## src/hdl/tga_rle_pkg.sv

```systemverilog
package tga_rle_pkg;

  // result status codes
  localparam logic [2:0] ST_HDR_OK   = 3'd0;
  localparam logic [2:0] ST_BAD_SIZE = 3'd1;
  localparam logic [2:0] ST_BAD_TYPE = 3'd2;
  localparam logic [2:0] ST_PIXEL    = 3'd3;
  localparam logic [2:0] ST_CLIPPED  = 3'd4;

  // image type codes
  localparam logic [7:0] TYPE_RAW_COLOR = 8'd2;
  localparam logic [7:0] TYPE_RAW_GRAY  = 8'd3;
  localparam logic [7:0] TYPE_RLE_COLOR = 8'd10;
  localparam logic [7:0] TYPE_RLE_GRAY  = 8'd11;

  // header byte offsets
  localparam logic [4:0] HI_ID_LEN = 5'd0;
  localparam logic [4:0] HI_TYPE   = 5'd2;
  localparam logic [4:0] HI_W_LO   = 5'd12;
  localparam logic [4:0] HI_W_HI   = 5'd13;
  localparam logic [4:0] HI_H_LO   = 5'd14;
  localparam logic [4:0] HI_H_HI   = 5'd15;
  localparam logic [4:0] HI_DEPTH  = 5'd16;
  localparam logic [4:0] HI_LAST   = 5'd17;

  localparam logic [7:0] RUN_BIT_LIMIT = 8'd128;
  localparam logic [7:0] RUN_BIAS      = 8'd127;

  typedef struct packed {
    logic [2:0]  status;
    logic [31:0] pixel_value;
    logic [7:0]  repeat_count;
    logic [15:0] image_width;
    logic [15:0] image_height;
    logic [2:0]  pixel_bytes;
    logic        last;
  } res_t;

endpackage

```

## src/hdl/tga_rle_stream_decoder_core.sv

```systemverilog
// Channel | Handshake          | Payload
// in      | in_valid/in_ready  | in_data_byte, in_start_of_file
// out     | out_valid/out_ready| status, pixel_value, repeat_count, image_width,
//         |                    | image_height, pixel_bytes, last
//
// One byte is taken per cycle while in_ready is high; the parser updates all state in that cycle.
// A result passes through the queue and then the output register before it reaches out_valid.
// Reset leaves the parser idle until a start_of_file byte.
// in_ready drops only while the QUEUE_DEPTH-entry queue is full.
// Results queue up behind a stalled output and hold back input once the queue fills.
module tga_rle_stream_decoder_core #(
  parameter int QUEUE_DEPTH = 2
) (
  input  logic        clk,
  input  logic        rst_n,
  input  logic        in_valid,
  output logic        in_ready,
  input  logic [7:0]  in_data_byte,
  input  logic        in_start_of_file,
  output logic        out_valid,
  input  logic        out_ready,
  output logic [2:0]  out_status,
  output logic [31:0] out_pixel_value,
  output logic [7:0]  out_repeat_count,
  output logic [15:0] out_image_width,
  output logic [15:0] out_image_height,
  output logic [2:0]  out_pixel_bytes,
  output logic        out_last
);
  import tga_rle_pkg::*;

  logic fire;
  logic res_vld;
  res_t res;
  logic q_full;
  logic q_nonempty;
  logic q_pop;
  res_t q_head;

  assign in_ready = !q_full;
  assign fire     = in_valid && in_ready;

  tga_rle_front u_front (
    .clk           (clk),
    .rst_n         (rst_n),
    .fire          (fire),
    .data_byte     (in_data_byte),
    .start_of_file (in_start_of_file),
    .res_vld       (res_vld),
    .res           (res)
  );

  tga_rle_queue #(
    .DEPTH (QUEUE_DEPTH)
  ) u_queue (
    .clk       (clk),
    .rst_n     (rst_n),
    .push      (res_vld),
    .push_data (res),
    .pop       (q_pop),
    .full      (q_full),
    .nonempty  (q_nonempty),
    .head      (q_head)
  );

  tga_rle_back u_back (
    .clk              (clk),
    .rst_n            (rst_n),
    .q_nonempty       (q_nonempty),
    .q_head           (q_head),
    .q_pop            (q_pop),
    .out_valid        (out_valid),
    .out_ready        (out_ready),
    .out_status       (out_status),
    .out_pixel_value  (out_pixel_value),
    .out_repeat_count (out_repeat_count),
    .out_image_width  (out_image_width),
    .out_image_height (out_image_height),
    .out_pixel_bytes  (out_pixel_bytes),
    .out_last         (out_last)
  );

endmodule

```

## src/hdl/tga_rle_front.sv

```systemverilog
module tga_rle_front (
  input  logic                clk,
  input  logic                rst_n,
  input  logic                fire,
  input  logic [7:0]          data_byte,
  input  logic                start_of_file,
  output logic                res_vld,
  output tga_rle_pkg::res_t   res
);
  import tga_rle_pkg::*;

  typedef enum logic [5:0] {
    PH_IDLE   = 6'b000001,
    PH_HEADER = 6'b000010,
    PH_IDSKIP = 6'b000100,
    PH_PIXEL  = 6'b001000,
    PH_PKTHDR = 6'b010000,
    PH_DONE   = 6'b100000
  } phase_t;

  phase_t      phase_r, phase_nxt, ph;
  logic [4:0]  hidx_r, hidx_nxt, hidx;
  logic [7:0]  id_r, id_nxt;
  logic [15:0] width_r, width_nxt;
  logic [15:0] height_r, height_nxt;
  logic [2:0]  depth_r, depth_nxt;
  logic [7:0]  type_r, type_nxt;
  logic [31:0] pl_r, pl_nxt;
  logic [7:0]  pkt_r, pkt_nxt;
  logic        run_r, run_nxt;
  logic [1:0]  bip_r, bip_nxt;
  logic [31:0] asm_r, asm_nxt;

  logic        coded;
  logic        size_ok;
  logic        type_ok;
  phase_t      data_ph;
  logic [31:0] asm_upd;
  logic [31:0] word;
  logic        clip;
  logic [7:0]  rep;
  logic [31:0] pl_left;

  assign coded   = type_r inside {TYPE_RLE_COLOR, TYPE_RLE_GRAY};
  assign data_ph = coded ? PH_PKTHDR : PH_PIXEL;
  assign size_ok = (width_r != 16'd0) && (height_r != 16'd0) &&
                   (depth_r inside {3'd1, 3'd3, 3'd4});
  assign type_ok = (type_r inside {TYPE_RAW_COLOR, TYPE_RAW_GRAY}) || coded;

  always_comb begin
    asm_upd = asm_r;
    asm_upd[{bip_r, 3'b000} +: 8] = data_byte;
    case (depth_r)
      3'd1:    word = {4{asm_upd[7:0]}};
      3'd3:    word = {8'hFF, asm_upd[23:0]};
      default: word = asm_upd;
    endcase
    clip    = coded && run_r && ({24'd0, pkt_r} > pl_r);
    if (coded && run_r) begin
      rep = clip ? pl_r[7:0] : pkt_r;
    end else begin
      rep = 8'd1;
    end
    pl_left = pl_r - {24'd0, rep};
  end

  always_comb begin
    ph         = start_of_file ? PH_HEADER : phase_r;
    hidx       = start_of_file ? 5'd0 : hidx_r;
    phase_nxt  = phase_r;
    hidx_nxt   = hidx_r;
    id_nxt     = id_r;
    width_nxt  = width_r;
    height_nxt = height_r;
    depth_nxt  = depth_r;
    type_nxt   = type_r;
    pl_nxt     = pl_r;
    pkt_nxt    = pkt_r;
    run_nxt    = run_r;
    bip_nxt    = bip_r;
    asm_nxt    = asm_r;
    res_vld    = 1'b0;
    res.status       = ST_HDR_OK;
    res.pixel_value  = 32'd0;
    res.repeat_count = 8'd0;
    res.image_width  = width_r;
    res.image_height = height_r;
    res.pixel_bytes  = depth_r;
    res.last         = 1'b0;

    if (fire) begin
      phase_nxt = ph;
      hidx_nxt  = hidx;
      case (ph)
        PH_HEADER: begin
          case (hidx)
            HI_ID_LEN: id_nxt = data_byte;
            HI_TYPE:   type_nxt = data_byte;
            HI_W_LO:   width_nxt[7:0] = data_byte;
            HI_W_HI:   width_nxt[15:8] = data_byte;
            HI_H_LO:   height_nxt[7:0] = data_byte;
            HI_H_HI:   height_nxt[15:8] = data_byte;
            HI_DEPTH:  depth_nxt = (data_byte[7:3] <= 5'd4) ? data_byte[5:3] : 3'd0;
            default: ;
          endcase
          if (hidx == HI_LAST) begin
            hidx_nxt = 5'd0;
            res_vld  = 1'b1;
            if (!size_ok) begin
              res.status = ST_BAD_SIZE;
              res.last   = 1'b1;
              phase_nxt  = PH_DONE;
            end else if (!type_ok) begin
              res.status = ST_BAD_TYPE;
              res.last   = 1'b1;
              phase_nxt  = PH_DONE;
            end else begin
              pl_nxt    = width_r * height_r;
              asm_nxt   = '1;
              bip_nxt   = 2'd0;
              pkt_nxt   = 8'd0;
              run_nxt   = 1'b0;
              phase_nxt = (id_r != 8'd0) ? PH_IDSKIP : data_ph;
            end
          end else begin
            hidx_nxt = hidx + 5'd1;
          end
        end
        PH_IDSKIP: begin
          id_nxt = id_r - 8'd1;
          if (id_r == 8'd1) begin
            phase_nxt = data_ph;
          end
        end
        PH_PKTHDR: begin
          if (data_byte < RUN_BIT_LIMIT) begin
            pkt_nxt = data_byte + 8'd1;
            run_nxt = 1'b0;
          end else begin
            pkt_nxt = data_byte - RUN_BIAS;
            run_nxt = 1'b1;
          end
          bip_nxt   = 2'd0;
          phase_nxt = PH_PIXEL;
        end
        PH_PIXEL: begin
          asm_nxt = asm_upd;
          if (({1'b0, bip_r} + 3'd1) < depth_r) begin
            bip_nxt = bip_r + 2'd1;
          end else begin
            bip_nxt = 2'd0;
            if (coded && run_r) begin
              pkt_nxt = 8'd0;
            end else if (coded && (pkt_r != 8'd0)) begin
              pkt_nxt = pkt_r - 8'd1;
            end
            pl_nxt           = pl_left;
            res_vld          = 1'b1;
            res.status       = clip ? ST_CLIPPED : ST_PIXEL;
            res.pixel_value  = word;
            res.repeat_count = rep;
            res.last         = (pl_left == 32'd0);
            if (pl_left == 32'd0) begin
              phase_nxt = PH_DONE;
            end else if (coded && (pkt_nxt == 8'd0)) begin
              phase_nxt = PH_PKTHDR;
            end
          end
        end
        default: ;
      endcase
    end
  end

  always_ff @(posedge clk) begin
    if (!rst_n) begin
      phase_r  <= PH_IDLE;
      hidx_r   <= 5'd0;
      id_r     <= 8'd0;
      width_r  <= 16'd0;
      height_r <= 16'd0;
      depth_r  <= 3'd0;
      type_r   <= 8'd0;
      pl_r     <= 32'd0;
      pkt_r    <= 8'd0;
      run_r    <= 1'b0;
      bip_r    <= 2'd0;
      asm_r    <= '1;
    end else begin
      phase_r  <= phase_nxt;
      hidx_r   <= hidx_nxt;
      id_r     <= id_nxt;
      width_r  <= width_nxt;
      height_r <= height_nxt;
      depth_r  <= depth_nxt;
      type_r   <= type_nxt;
      pl_r     <= pl_nxt;
      pkt_r    <= pkt_nxt;
      run_r    <= run_nxt;
      bip_r    <= bip_nxt;
      asm_r    <= asm_nxt;
    end
  end

endmodule

```

## src/hdl/tga_rle_queue.sv

```systemverilog
module tga_rle_queue #(
  parameter int DEPTH = 2
) (
  input  logic                clk,
  input  logic                rst_n,
  input  logic                push,
  input  tga_rle_pkg::res_t   push_data,
  input  logic                pop,
  output logic                full,
  output logic                nonempty,
  output tga_rle_pkg::res_t   head
);
  import tga_rle_pkg::*;

  localparam int AW = (DEPTH > 1) ? $clog2(DEPTH) : 1;
  localparam int CW = $clog2(DEPTH + 1);

  res_t          mem_r [DEPTH];
  logic [AW-1:0] wr_ptr_r, wr_ptr_nxt;
  logic [AW-1:0] rd_ptr_r, rd_ptr_nxt;
  logic [CW-1:0] count_r, count_nxt;
  logic          do_push;
  logic          do_pop;

  assign full     = (count_r == CW'(DEPTH));
  assign nonempty = (count_r != '0);
  assign do_push  = push && !full;
  assign do_pop   = pop && nonempty;
  assign head     = mem_r[rd_ptr_r];

  always_comb begin
    wr_ptr_nxt = wr_ptr_r;
    rd_ptr_nxt = rd_ptr_r;
    count_nxt  = count_r;
    if (do_push) begin
      wr_ptr_nxt = (wr_ptr_r == AW'(DEPTH - 1)) ? '0 : wr_ptr_r + 1'b1;
    end
    if (do_pop) begin
      rd_ptr_nxt = (rd_ptr_r == AW'(DEPTH - 1)) ? '0 : rd_ptr_r + 1'b1;
    end
    if (do_push && !do_pop) begin
      count_nxt = count_r + 1'b1;
    end else if (do_pop && !do_push) begin
      count_nxt = count_r - 1'b1;
    end
  end

  always_ff @(posedge clk) begin
    if (!rst_n) begin
      wr_ptr_r <= '0;
      rd_ptr_r <= '0;
      count_r  <= '0;
    end else begin
      wr_ptr_r <= wr_ptr_nxt;
      rd_ptr_r <= rd_ptr_nxt;
      count_r  <= count_nxt;
    end
  end

  always_ff @(posedge clk) begin
    if (do_push) begin
      mem_r[wr_ptr_r] <= push_data;
    end
  end

endmodule

```

## src/hdl/tga_rle_back.sv

```systemverilog
module tga_rle_back (
  input  logic                clk,
  input  logic                rst_n,
  input  logic                q_nonempty,
  input  tga_rle_pkg::res_t   q_head,
  output logic                q_pop,
  output logic                out_valid,
  input  logic                out_ready,
  output logic [2:0]          out_status,
  output logic [31:0]         out_pixel_value,
  output logic [7:0]          out_repeat_count,
  output logic [15:0]         out_image_width,
  output logic [15:0]         out_image_height,
  output logic [2:0]          out_pixel_bytes,
  output logic                out_last
);
  import tga_rle_pkg::*;

  logic valid_r, valid_nxt;
  res_t data_r, data_nxt;
  logic is_pix;

  assign q_pop  = q_nonempty && (!valid_r || out_ready);
  assign is_pix = q_head.status inside {ST_PIXEL, ST_CLIPPED};

  always_comb begin
    valid_nxt = valid_r;
    data_nxt  = data_r;
    if (q_pop) begin
      valid_nxt = 1'b1;
      data_nxt  = q_head;
      // header fields only travel with header and error transfers
      if (is_pix) begin
        data_nxt.image_width  = 16'd0;
        data_nxt.image_height = 16'd0;
        data_nxt.pixel_bytes  = 3'd0;
      end
    end else if (out_ready) begin
      valid_nxt = 1'b0;
    end
  end

  always_ff @(posedge clk) begin
    if (!rst_n) begin
      valid_r <= 1'b0;
    end else begin
      valid_r <= valid_nxt;
    end
  end

  always_ff @(posedge clk) begin
    data_r <= data_nxt;
  end

  assign out_valid        = valid_r;
  assign out_status       = data_r.status;
  assign out_pixel_value  = data_r.pixel_value;
  assign out_repeat_count = data_r.repeat_count;
  assign out_image_width  = data_r.image_width;
  assign out_image_height = data_r.image_height;
  assign out_pixel_bytes  = data_r.pixel_bytes;
  assign out_last         = data_r.last;

endmodule

```

## config.mk

```make
export PLATFORM = sky130hd
export DESIGN_NAME = tga_rle_stream_decoder_core
export DESIGN_NICKNAME = d
export VERILOG_FILES = /design/src/hdl/tga_rle_pkg.sv /design/src/hdl/tga_rle_stream_decoder_core.sv /design/src/hdl/tga_rle_front.sv /design/src/hdl/tga_rle_queue.sv /design/src/hdl/tga_rle_back.sv
export SDC_FILE = /design/constraint.sdc
export NUM_CORES = 1
export LEC_CHECK = 0
export BUFFER_PORTS_ARGS = -buffer_cell sky130_fd_sc_hd__clkbuf_2
export CORE_MARGIN = 2
export CORE_UTILIZATION = 40
export CTS_CLUSTER_DIAMETER = 30
export CTS_CLUSTER_SIZE = 40
export DETAILED_ROUTE_END_ITERATION = 10
export PLACE_DENSITY = 0.64
export SETUP_SLACK_MARGIN = 0.5
export SLEW_MARGIN = 30
export SYNTH_ARGS = -nofsm -noshare
export SYNTH_HDL_FRONTEND = slang
export SYNTH_HIERARCHICAL = 1
export SYNTH_SLANG_ARGS = --single-unit
```

## constraint.sdc

```tcl
create_clock -name clk -period 8.3 [get_ports clk]
set_input_delay 1.66 -clock clk [delete_from_list [all_inputs] [get_ports clk]]
set_output_delay 1.66 -clock clk [all_outputs]
set_load 0.005 [all_outputs]
```

Word-level counts from Yosys, hierarchy flattened:

Memories as Yosys holds them, arrays and structs flattened. A register that Yosys moved wholly into a read port is not among the register bits.
Index checks and enable logic that the tools add are counted.

* flip-flop bits (word level): 221
* memory bits (writable): 158
* input bits: 13
* output and inout bits: 81
* word-level logic and storage cells: 200
* memories kept: 1

Memories
* u_queue.mem_r: words 2, width 79, rd ports 1, clocked after memory_dff 1, wr ports 1, RTL line tga_rle_queue.sv:18 `res_t mem_r [DEPTH];`

* add/sub/neg operators: 13
* multipliers: 1
* $lt $le $gt $ge: 4
* eq/ne operators: 27
* shift-type cells: 2
* mux-type cells: 79
* reduce and logical (&&, ||, !) cells: 48

Operators by type and width (number)
* $mux 32: 7
* $pmux 32 s2: 3
* $mux 8: 13
* $mux 43: 2
* $mux 6: 9
* $mux 40: 1
* $bwmux 32: 1
* $gt 8x32->1: 1
* $logic_not 32->1: 1
* $mul 16x16->32: 1
* $reduce_bool 16->1: 2
* $shift 8x7->32 const A: 1
* $shiftx 8x7->32: 1
* $sub 32x8->32: 1
* $pmux 6 s4: 1
* $pmux 8 s3: 1
* $reduce_and 3->1: 7
* $eq 5x4->1 const B: 4
* $mux 1: 20
* $mux 5: 4
* $reduce_bool 2->1: 9
* $eq 8x2->1 const B: 2
* $eq 8x4->1 const B: 2
* $pmux 8 s2: 1
* other kinds (39): 79

Depth between registers and ports, before layout:

Gate-level depths: netlist of run 1.

* depth after elaboration: 14
* depth in mapped cells: 25
* gate-level depth less buffers: 23

By module:

The synthesis of run 1 kept the hierarchy.

Modules (own cells, without submodules)
* tga_rle_front: instances 1, cells each 2216, area an instance 17192.7 µm², sequential area each 2722.6 µm²
* tga_rle_queue: instances 1, cells each 271, area an instance 5972.0 µm², sequential area each 4844.6 µm²
* tga_rle_back: instances 1, cells each 127, area an instance 2942.8 µm², sequential area each 2392.3 µm²
* tga_rle_stream_decoder_core: instances 1, cells each 2, area an instance 10.0 µm², sequential area each 0.0 µm²

Worst setup path after synthesis of run 1:

OpenSTA, ideal clock, no wires.

* path kind: in2reg
* start: in out_ready
* end: reg u_queue.count_r[1]
* arrival time: 6.723 ns
* slack: 1.507 ns
* cell stages on the path: 6
* buffers on the path: 0
* path through: nor2b_1 nor2b_1 o21ai_1 ha_1 or3_1 a21boi_1

* cells in the longest elaborated chain, start to end: 6
* elaborated cells between the ends (all ways): 8
* those cells by class: 1 x mux; 7 x reduce/logical

RTL lines
* start, declared: RTL line tga_rle_stream_decoder_core.sv:21 `input logic out_ready,`
* $logic_or 1x1->1 *: RTL line tga_rle_back.sv:23 `assign q_pop = q_nonempty && (!valid_r || out_ready);`
* $logic_and 1x1->1 *: RTL line tga_rle_back.sv:23
* net q_pop: RTL line tga_rle_stream_decoder_core.sv:37 `logic q_pop;`
* $logic_and 1x1->1 *: RTL line tga_rle_queue.sv:28 `assign do_pop = pop && nonempty;`
* $logic_not 1->1: RTL line tga_rle_queue.sv:41 `if (do_push && !do_pop) begin`
* $logic_and 1x1->1: RTL line tga_rle_queue.sv:41
* $mux 2 / $reduce_bool 2->1 (equally long branches)
* end signal, assigned: RTL line tga_rle_queue.sv:56 `count_r <= count_nxt;`
* end, declared: RTL line tga_rle_queue.sv:21 `logic [CW-1:0] count_r, count_nxt;`

The timed path passes the listed nets; every way through them passes the cells marked *.
A chain may end at the register's enable or synchronous reset.

Worst setup path in the final report of run 1:

* start: reg u_front.width_r[8]
* end: reg u_front.pl_r[29]

* cells in the longest elaborated chain, start to end: 5
* elaborated cells between the ends (all ways): 10
* those cells by class: 1 x mul; 1 x eq/ne; 4 x mux; 4 x reduce/logical

RTL lines
* start, declared: RTL line tga_rle_front.sv:24 `logic [15:0] width_r, width_nxt;`
* start signal, assigned: RTL line tga_rle_front.sv:193 `width_r <= width_nxt;`
* $mul 16x16->32 / $reduce_bool 16->1 (equally long branches): RTL line tga_rle_front.sv:118, tga_rle_front.sv:46
* $mux 32 / $logic_and 1x1->1 (equally long branches): RTL line tga_rle_front.sv:113, tga_rle_front.sv:46
* $mux 32 / $logic_and 1x1->1 (equally long branches): RTL line tga_rle_front.sv:109, tga_rle_front.sv:46
* $mux 32 / $ne 2x1->1 (equally long branches)
* $pmux 32 s2 / $reduce_and 6->1 (equally long branches)
* end signal, assigned: RTL line tga_rle_front.sv:197 `pl_r <= pl_nxt;`
* end, declared: RTL line tga_rle_front.sv:28 `logic [31:0] pl_r, pl_nxt;`

Several ways; a longest one is shown, not always the timed one. The select of a mux whose other input is x is not followed.

==> flow_summary.toml, run 1 <==
[placement]
portBuffers = 93
gp_congestion = 0.931
dpl.cell_count = 3443
hpwl_mm = 49.6

[synth]
synth_nets = 2963
synth.distinct_cells = 83
syn_avg_cell_area_um2 = 9.98
postSynth.asyncResetShare_pct = 0
synth_top_cells_by_count = "nand2_1, inv_1, edfxtp_1"
synth.most_common_cell = "nand2_1"
yosys-top-cells-area = "edfxtp_1, fa_1, dfxtp_1"
synth_edf_count = 237
ys_seq_elements = 379
ys.flop_type = "edfxtp_1"
synth_area_um2 = 26100
synth_cells = 2616
synth_seq_area_share_pct = 38.1
yosys.area.top_type_share_pct = 27.2
synth_top_area_cell = "edfxtp_1"
yosysWarningCount = 6

[drt]
vias = 19749
drt_iter0_drc = 1653
drt-pass1-iter-count = 5
drc = 0
routed_via_density = 5.50
ant_nets = 0
wirelength_mm = 69.8
wire_per_inst_um = 19.4

[cells_and_area]
area_growth_pct = 15.4
fin_util_pct = 46.8
multiInputGateArea_um2 = 14600
fillCellCount = 5888
nets = 3017
diodes = 0
drive_gt1_share_pct = 15.3
seq_area_um2 = 9960
layout.cells.non_filler = 3591

[critical_path]
worstPathMaxFanout = 20
cp_data_required_time_ns = 8.81
path_class = "reg -> reg"
end_kind = "flip-flop"
crit_arrival_ns = 7.78
cp-start-kind = "flip-flop"

[clock_network]
numClockSinks = 379
cts_buffer_depth = 3
cts_made_buffers = 79
worstSkewPairLatency_ns = 0.63
clk_pin_slew_ns = 0.05
clock-root-buffer = "clkbuf_16"
cts_tree = "done"
cts_resized = 0
postCtsSetupBuffers = 0
hold_buffers = 0
h-tree-depth = 3

[sta]
tns_ns = 0
rsz0062_at_grt = "false"
timing.final.crit_share_pct = 87.6
setup_viol = 0
finClkSkew_ns = 0.0551
fin_crit_ns = 7.27
hold_ws_ns = 0.462
slew_headroom_pct = 33.0
finalHoldViolCount = 0
fmax_mhz = 138
worst_pin_slew_ns = 0.996
finalMaxSlewViolations = 0

[power]
p_sw_uw = 1250
irDropWorstVdd_uv = 157
p_int_uw = 4190
leakagePower_uw = 0.0120
power_frac_comb_pct = 2.3
switching_share_pct = 23.0
power.density_nw_per_um2 = 180
pwr-share-clk_pct = 60.9
pwr-share-seq_pct = 36.8

[floorplan]
coreArea_um2 = 64500
fp.dieH_um = 260
die-width_um = 260
fp-row-count = 93
die_area_um2 = 67400
start_util_pct = 40.5
num_io_pins = 94

[outcome]
status = "completed"

[global_route]
grt_max_degree = 62
grtUsageTotal_pct = 21.2
grt_pass1_wl_mm = 113
overflow = 0
antenna_found_initial = 0
grt_pass1_vias = 20317

[run]
maxCapViolCount = 0

[min_path]
hp-class = "reg -> reg"
==> registers in the layout, indices dropped and copies added (netlist names), 2 cells and up, named ones only <==
signal,cells
u_queue/mem_r,158
u_back/out_repeat_count,8
u_front/asm_r,32
u_front/phase_r,6
u_back/out_pixel_value,32
u_front/pl_r,32
u_front/width_r,16
u_front/hidx_r,5
u_front/depth_r,3
u_front/pkt_r,8
u_front/bip_r,2
u_back/out_pixel_bytes,3
u_front/id_r,8
u_front/type_r,7
u_queue/count_r,2
u_back/out_image_width,16
u_back/out_image_height,16
u_back/out_status,3
u_front/height_r,16
==> per-stage QoR <==
stage          setup WS (ns)  power [µW]  area [µm²]
2_1_floorplan           1.51        2110       26100
3_3_place_gp            1.29        2150       27300
3_5_place_dp            1.16        2160       27300
4_1_cts                 1.05        5480       30100
5_1_grt                0.713        5580       30100
6_report                1.03        5440       30100
==> worst paths after layout <==
path / from / endpoint / slack [ns] / cells past startpoint
worst min-delay path: u_front/phase_r[0] / u_front/phase_r[0] / 0.46 / 2
worst max-delay path: u_front/width_r[8] / u_front/pl_r[29] / 1.03 / 22
worst max register to register: u_front/width_r[8] / u_front/pl_r[29] / 1.03 / 22
worst min register to register: u_front/phase_r[0] / u_front/phase_r[0] / 0.46 / 2
==> metal layers <==
layer  up-vias  GRT usage (%)  routed length, µm
li1       9109              -                  -
met1      9819           28.7              30600
met2       703           34.8              33100
met5         -              0                  0
met3       118           3.41               4400
met4         0           6.56               1640
==> logic make-up (layout without fill, tap and decap cells) <==
| family | count (synthesis) | in the layout | share of synthesized area (%) |
|---|---|---|---|
| AND/OR/NAND/NOR | 915 | 915 | 18.0 |
| AO/OA/AOI/OAI | 453 | 453 | 10.5 |
| buffers and inverters | 398 | 518 | 6.14 |
| flip-flops | 379 | 379 | 38.1 |
| adder cells (fa/ha/maj) | 334 | 334 | 21.6 |
| multiplexers | 100 | 100 | 4.36 |
| XOR/XNOR | 37 | 37 | 1.24 |
==> area by class of cell <==
| class | count | share of cell area (%) |
|---|---|---|
| well taps | 855 | 3.55 |
| multi-input cells | 1839 | 48.5 |
| flip-flops and latches | 379 | 33.1 |
| inverters | 244 | 3.04 |
| clock inverters | 62 | 2.70 |
| clock buffers | 85 | 6.70 |
| repair buffers | 127 | 2.44 |
==> layout by cell type, fill, tap and decap left out, types with 12 or more instances in the layout <==
cell type and instances:
o211ai_1 13, o21a_1 18, nand2_1 349, inv_6 13
ha_1 139, fa_1 195, mux2i_1 20, dfxtp_1 141
edfxtp_1 237, a21oi_1 167, clkbuf_2 93, and3_1 12
xnor2_1 21, mux2_2 70, a221oi_1 12, o21ai_0 119
nor2_1 125, nor2b_1 43, nor3_1 41, clkbuf_16 79
nand3_1 73, a211oi_1 16, nor4_1 21, a21o_1 13
a22oi_1 13, nand2b_1 25, and2_1 102, inv_1 242
clkinv_2 18, nor3b_2 30, xor2_1 16, buf_4 32
nand4_1 19
==> worst max-delay path: stages, from the launching register on <==
cell	delay (ns)
dfxtp_1	0.87
nand2_1	0.18
fa_1	0.58
inv_1	0.06
fa_1	0.53
inv_1	0.06
fa_1	0.49
inv_1	0.05
fa_1	0.50
inv_1	0.06
fa_1	0.53
inv_1	0.05
fa_1	0.47
ha_1	0.45
nand2_1	0.11
or3_1	0.39
or4b_1	0.53
nand3_1	0.12
nand2_1	0.10
o21ai_1	0.22
nand2_1	0.14
or4b_1	0.48
a31oi_1	0.17
==> power by group through the flow <==
stage	clock network (µW)	registers, µW	logic, µW
2_1_floorplan	0	2040	76.0
3_3_place_gp	0	2040	118
3_5_place_dp	0	2040	120
4_1_cts	3360	2000	121
5_1_grt	3450	2000	132
6_report	3310	2000	123
(Power assumes the default switching activity.)
==> run 2: changes to the inputs <==
Settings changed: SYNTH_HIERARCHICAL 1 to unset.
==> run 2 against run 1 <==
  * Core utilization is 0.081 points lower
  * Via count is 1.4% lower
  * Maximum frequency is 5.3% higher
  * Sequential power is 18% higher
  * Flip-flop and latch count stayed put
  * Worst setup slack better by 0.37 ns
  * Register-to-register slack better by 0.37 ns
  * Design area is 2.5% lower
  * First-iteration DRC count is 2.2% lower
  * Critical path depth stayed put
  * Critical path type unchanged
  * Largest power group unchanged
==> flow_summary.toml, run 2 <==
[outcome]
status = "completed"

[sta]
finClkSkew_ns = 0.0373
setup_viol = 0
timing.final.crit_share_pct = 83.1
rsz0062_at_grt = "false"
fmax_mhz = 145
worst_pin_slew_ns = 0.964
finalHoldViolCount = 0
tns_ns = 0
slew_headroom_pct = 35.7
fin_crit_ns = 6.90
finalMaxSlewViolations = 0

[cells_and_area]
diodes = 0
final_area_um2 = 29400
seq_area_um2 = 9960
area_growth_pct = 15.5
layout.cells.non_filler = 3528
largest_reg_flops = 158
fin_util_pct = 46.7
final_cell_mix = "nand2_1, inv_1, edfxtp_1"
final_common_cell = "nand2_1"
drive_gt1_share_pct = 12.6
nets = 2968
fillCellCount = 5775
top_register = "u_queue.mem_r"
multiInputGateArea_um2 = 14000

[global_route]
grt_pass1_wl_mm = 110
overflow = 0
grt_pass1_vias = 19859
grtUsageTotal_pct = 20.8
grt_max_degree = 82
antenna_found_initial = 0

[floorplan]
die_area_um2 = 65700
die-width_um = 256
coreArea_um2 = 63000
fp-row-count = 92
num_io_pins = 94
fp.dieH_um = 256
start_util_pct = 40.4

[drt]
routed_via_density = 5.52
wirelength_met1_mm = 28.7
wire_per_inst_um = 19.1
drt_iter0_drc = 1617
top_layer_used = "met4"
ant_nets = 0
dr_wl_met3_mm = 5.09
drc = 0
drt-pass1-iter-count = 5
wirelength_mm = 67.5
vias = 19469
met2_length_mm = 32.2

[synth]
synth.distinct_cells = 80
synth_edf_count = 237
synth_seq_area_share_pct = 39.1
synth_area_um2 = 25500
yosys.area.top_type_share_pct = 28.0
postSynth.asyncResetShare_pct = 0
synth.most_common_cell = "nand2_1"
syn_avg_cell_area_um2 = 9.89
synth_cells = 2573
ys_seq_elements = 379
yosys-top-cells-area = "edfxtp_1, fa_1, dfxtp_1"
synth_nets = 2920
synth_top_area_cell = "edfxtp_1"
ys.flop_type = "edfxtp_1"
yosysWarningCount = 0
synth_top_cells_by_count = "nand2_1, inv_1, edfxtp_1"

[clock_network]
hold_buffers = 0
worstSkewPairLatency_ns = 0.62
cts_resized = 0
h-tree-depth = 3
numClockSinks = 379
cts_buffer_depth = 3
postCtsSetupBuffers = 0
cts_made_buffers = 75
cts_tree = "done"
clk_pin_slew_ns = 0.05
clock-root-buffer = "clkbuf_16"

[power]
irDropWorstVdd_uv = 186
p_int_uw = 4590
switching_share_pct = 26.2
pwr-share-clk_pct = 50.6
p_sw_uw = 1630
power.density_nw_per_um2 = 212
leakagePower_uw = 0.0115
pwr-share-seq_pct = 37.7
power_frac_comb_pct = 11.7

[run]
maxCapViolCount = 0

[critical_path]
worst_path_most_repeated_cell = "fa_1"
critPathSlowestCell = "dfxtp_1"
end_kind = "flip-flop"
path_cells = "nand2_1 -> fa_1 -> inv_1 -> fa_1 -> inv_1 -> fa_1 -> inv_1 -> fa_1 -> inv_1 -> fa_1 -> inv_1 -> fa_1 -> ha_1 -> and4_1 -> a221oi_1 -> o21ai_0 -> a31o_2 -> a31oi_1 -> o211ai_1 -> a211oi_1 -> xnor2_1 -> o21ai_0"
cp_data_required_time_ns = 8.77
cp_num_buf_inv = 5
cpLargestDelayFamily = "adder cells"
max_stage_delay_ns = 0.82
cp-start-kind = "flip-flop"
worstPathMaxFanout = 20
crit_arrival_ns = 7.37
path_class = "reg -> reg"

[placement]
hpwl_mm = 47.6
gp_congestion = 0.933
portBuffers = 93
dpl.cell_count = 3390
dpl_cell_area_um2 = 26700

[min_path]
hp-class = "reg -> reg"
==> run 2: routing by layer <==
metal	vias up	global-route usage [%]
met3	113	3.58
met4	0	6.64
met1	9649	28.1
met5	-	0
li1	8918	-
met2	789	34.0
==> run 2: logic make-up (layout without fill, tap and decap cells) <==
group                    after synthesis  count (layout)  synth area share (%)
AND/OR/NAND/NOR                      870             870                  16.5
buffers and inverters                404             513                  6.02
multiplexers                          96              96                  4.01
adder cells (fa/ha/maj)              334             334                  22.2
AO/OA/AOI/OAI                        443             443                  10.6
XOR/XNOR                              47              47                  1.62
flip-flops                           379             379                  39.1
==> run 2: path summary, 6_finish.rpt <==
check | slack, ns | from | cells past startpoint | endpoint
worst max register to register | 1.40 | u_front.width_r[6] | 22 | u_front.pl_r[31]
worst max-delay path | 1.40 | u_front.width_r[6] | 22 | u_front.pl_r[31]
worst min-delay path | 0.48 | u_front.asm_r[16] | 2 | u_front.asm_r[16]
worst min register to register | 0.48 | u_front.asm_r[16] | 2 | u_front.asm_r[16]
==> run 2: stage by stage <==
stage	total power [µW]	hold WS [ns]	worst slack, ns
after floorplan	2830	0.424	1.32
after global placement	3100	0.460	1.59
final	6220	0.483	1.40
after global routing	6460	0.509	0.981
after CTS	6280	0.479	1.38
after detailed placement	3120	0.466	1.45
==> run 2: layout make-up <==
cell class | count | area share [%]
well taps | 846 | 3.60
multi-input cells | 1790 | 47.7
repair buffers | 124 | 2.39
clock inverters | 50 | 2.37
flip-flops and latches | 379 | 33.9
clock buffers | 88 | 6.79
inverters | 251 | 3.21
==> run 2: power by group through the flow <==
stage | combinational (µW) | clock, µW | sequential [µW]
floorplan | 450 | 0 | 2380
global placement | 718 | 0 | 2380
detailed placement | 733 | 0 | 2390
CTS | 738 | 3190 | 2350
global route | 806 | 3280 | 2370
finish | 728 | 3150 | 2350
==> run 2: worst reg2reg max path: stages (launching register included) <==
cell and delay (ns):
dfxtp_1 0.82, nand2_1 0.20, fa_1 0.57, inv_1 0.06
fa_1 0.49, inv_1 0.05, fa_1 0.48, inv_1 0.06
fa_1 0.55, inv_1 0.06, fa_1 0.54, inv_1 0.06
fa_1 0.47, ha_1 0.38, and4_1 0.25, a221oi_1 0.24
o21ai_0 0.13, a31o_2 0.25, a31oi_1 0.41, o211ai_1 0.18
a211oi_1 0.29, xnor2_1 0.15, o21ai_0 0.08
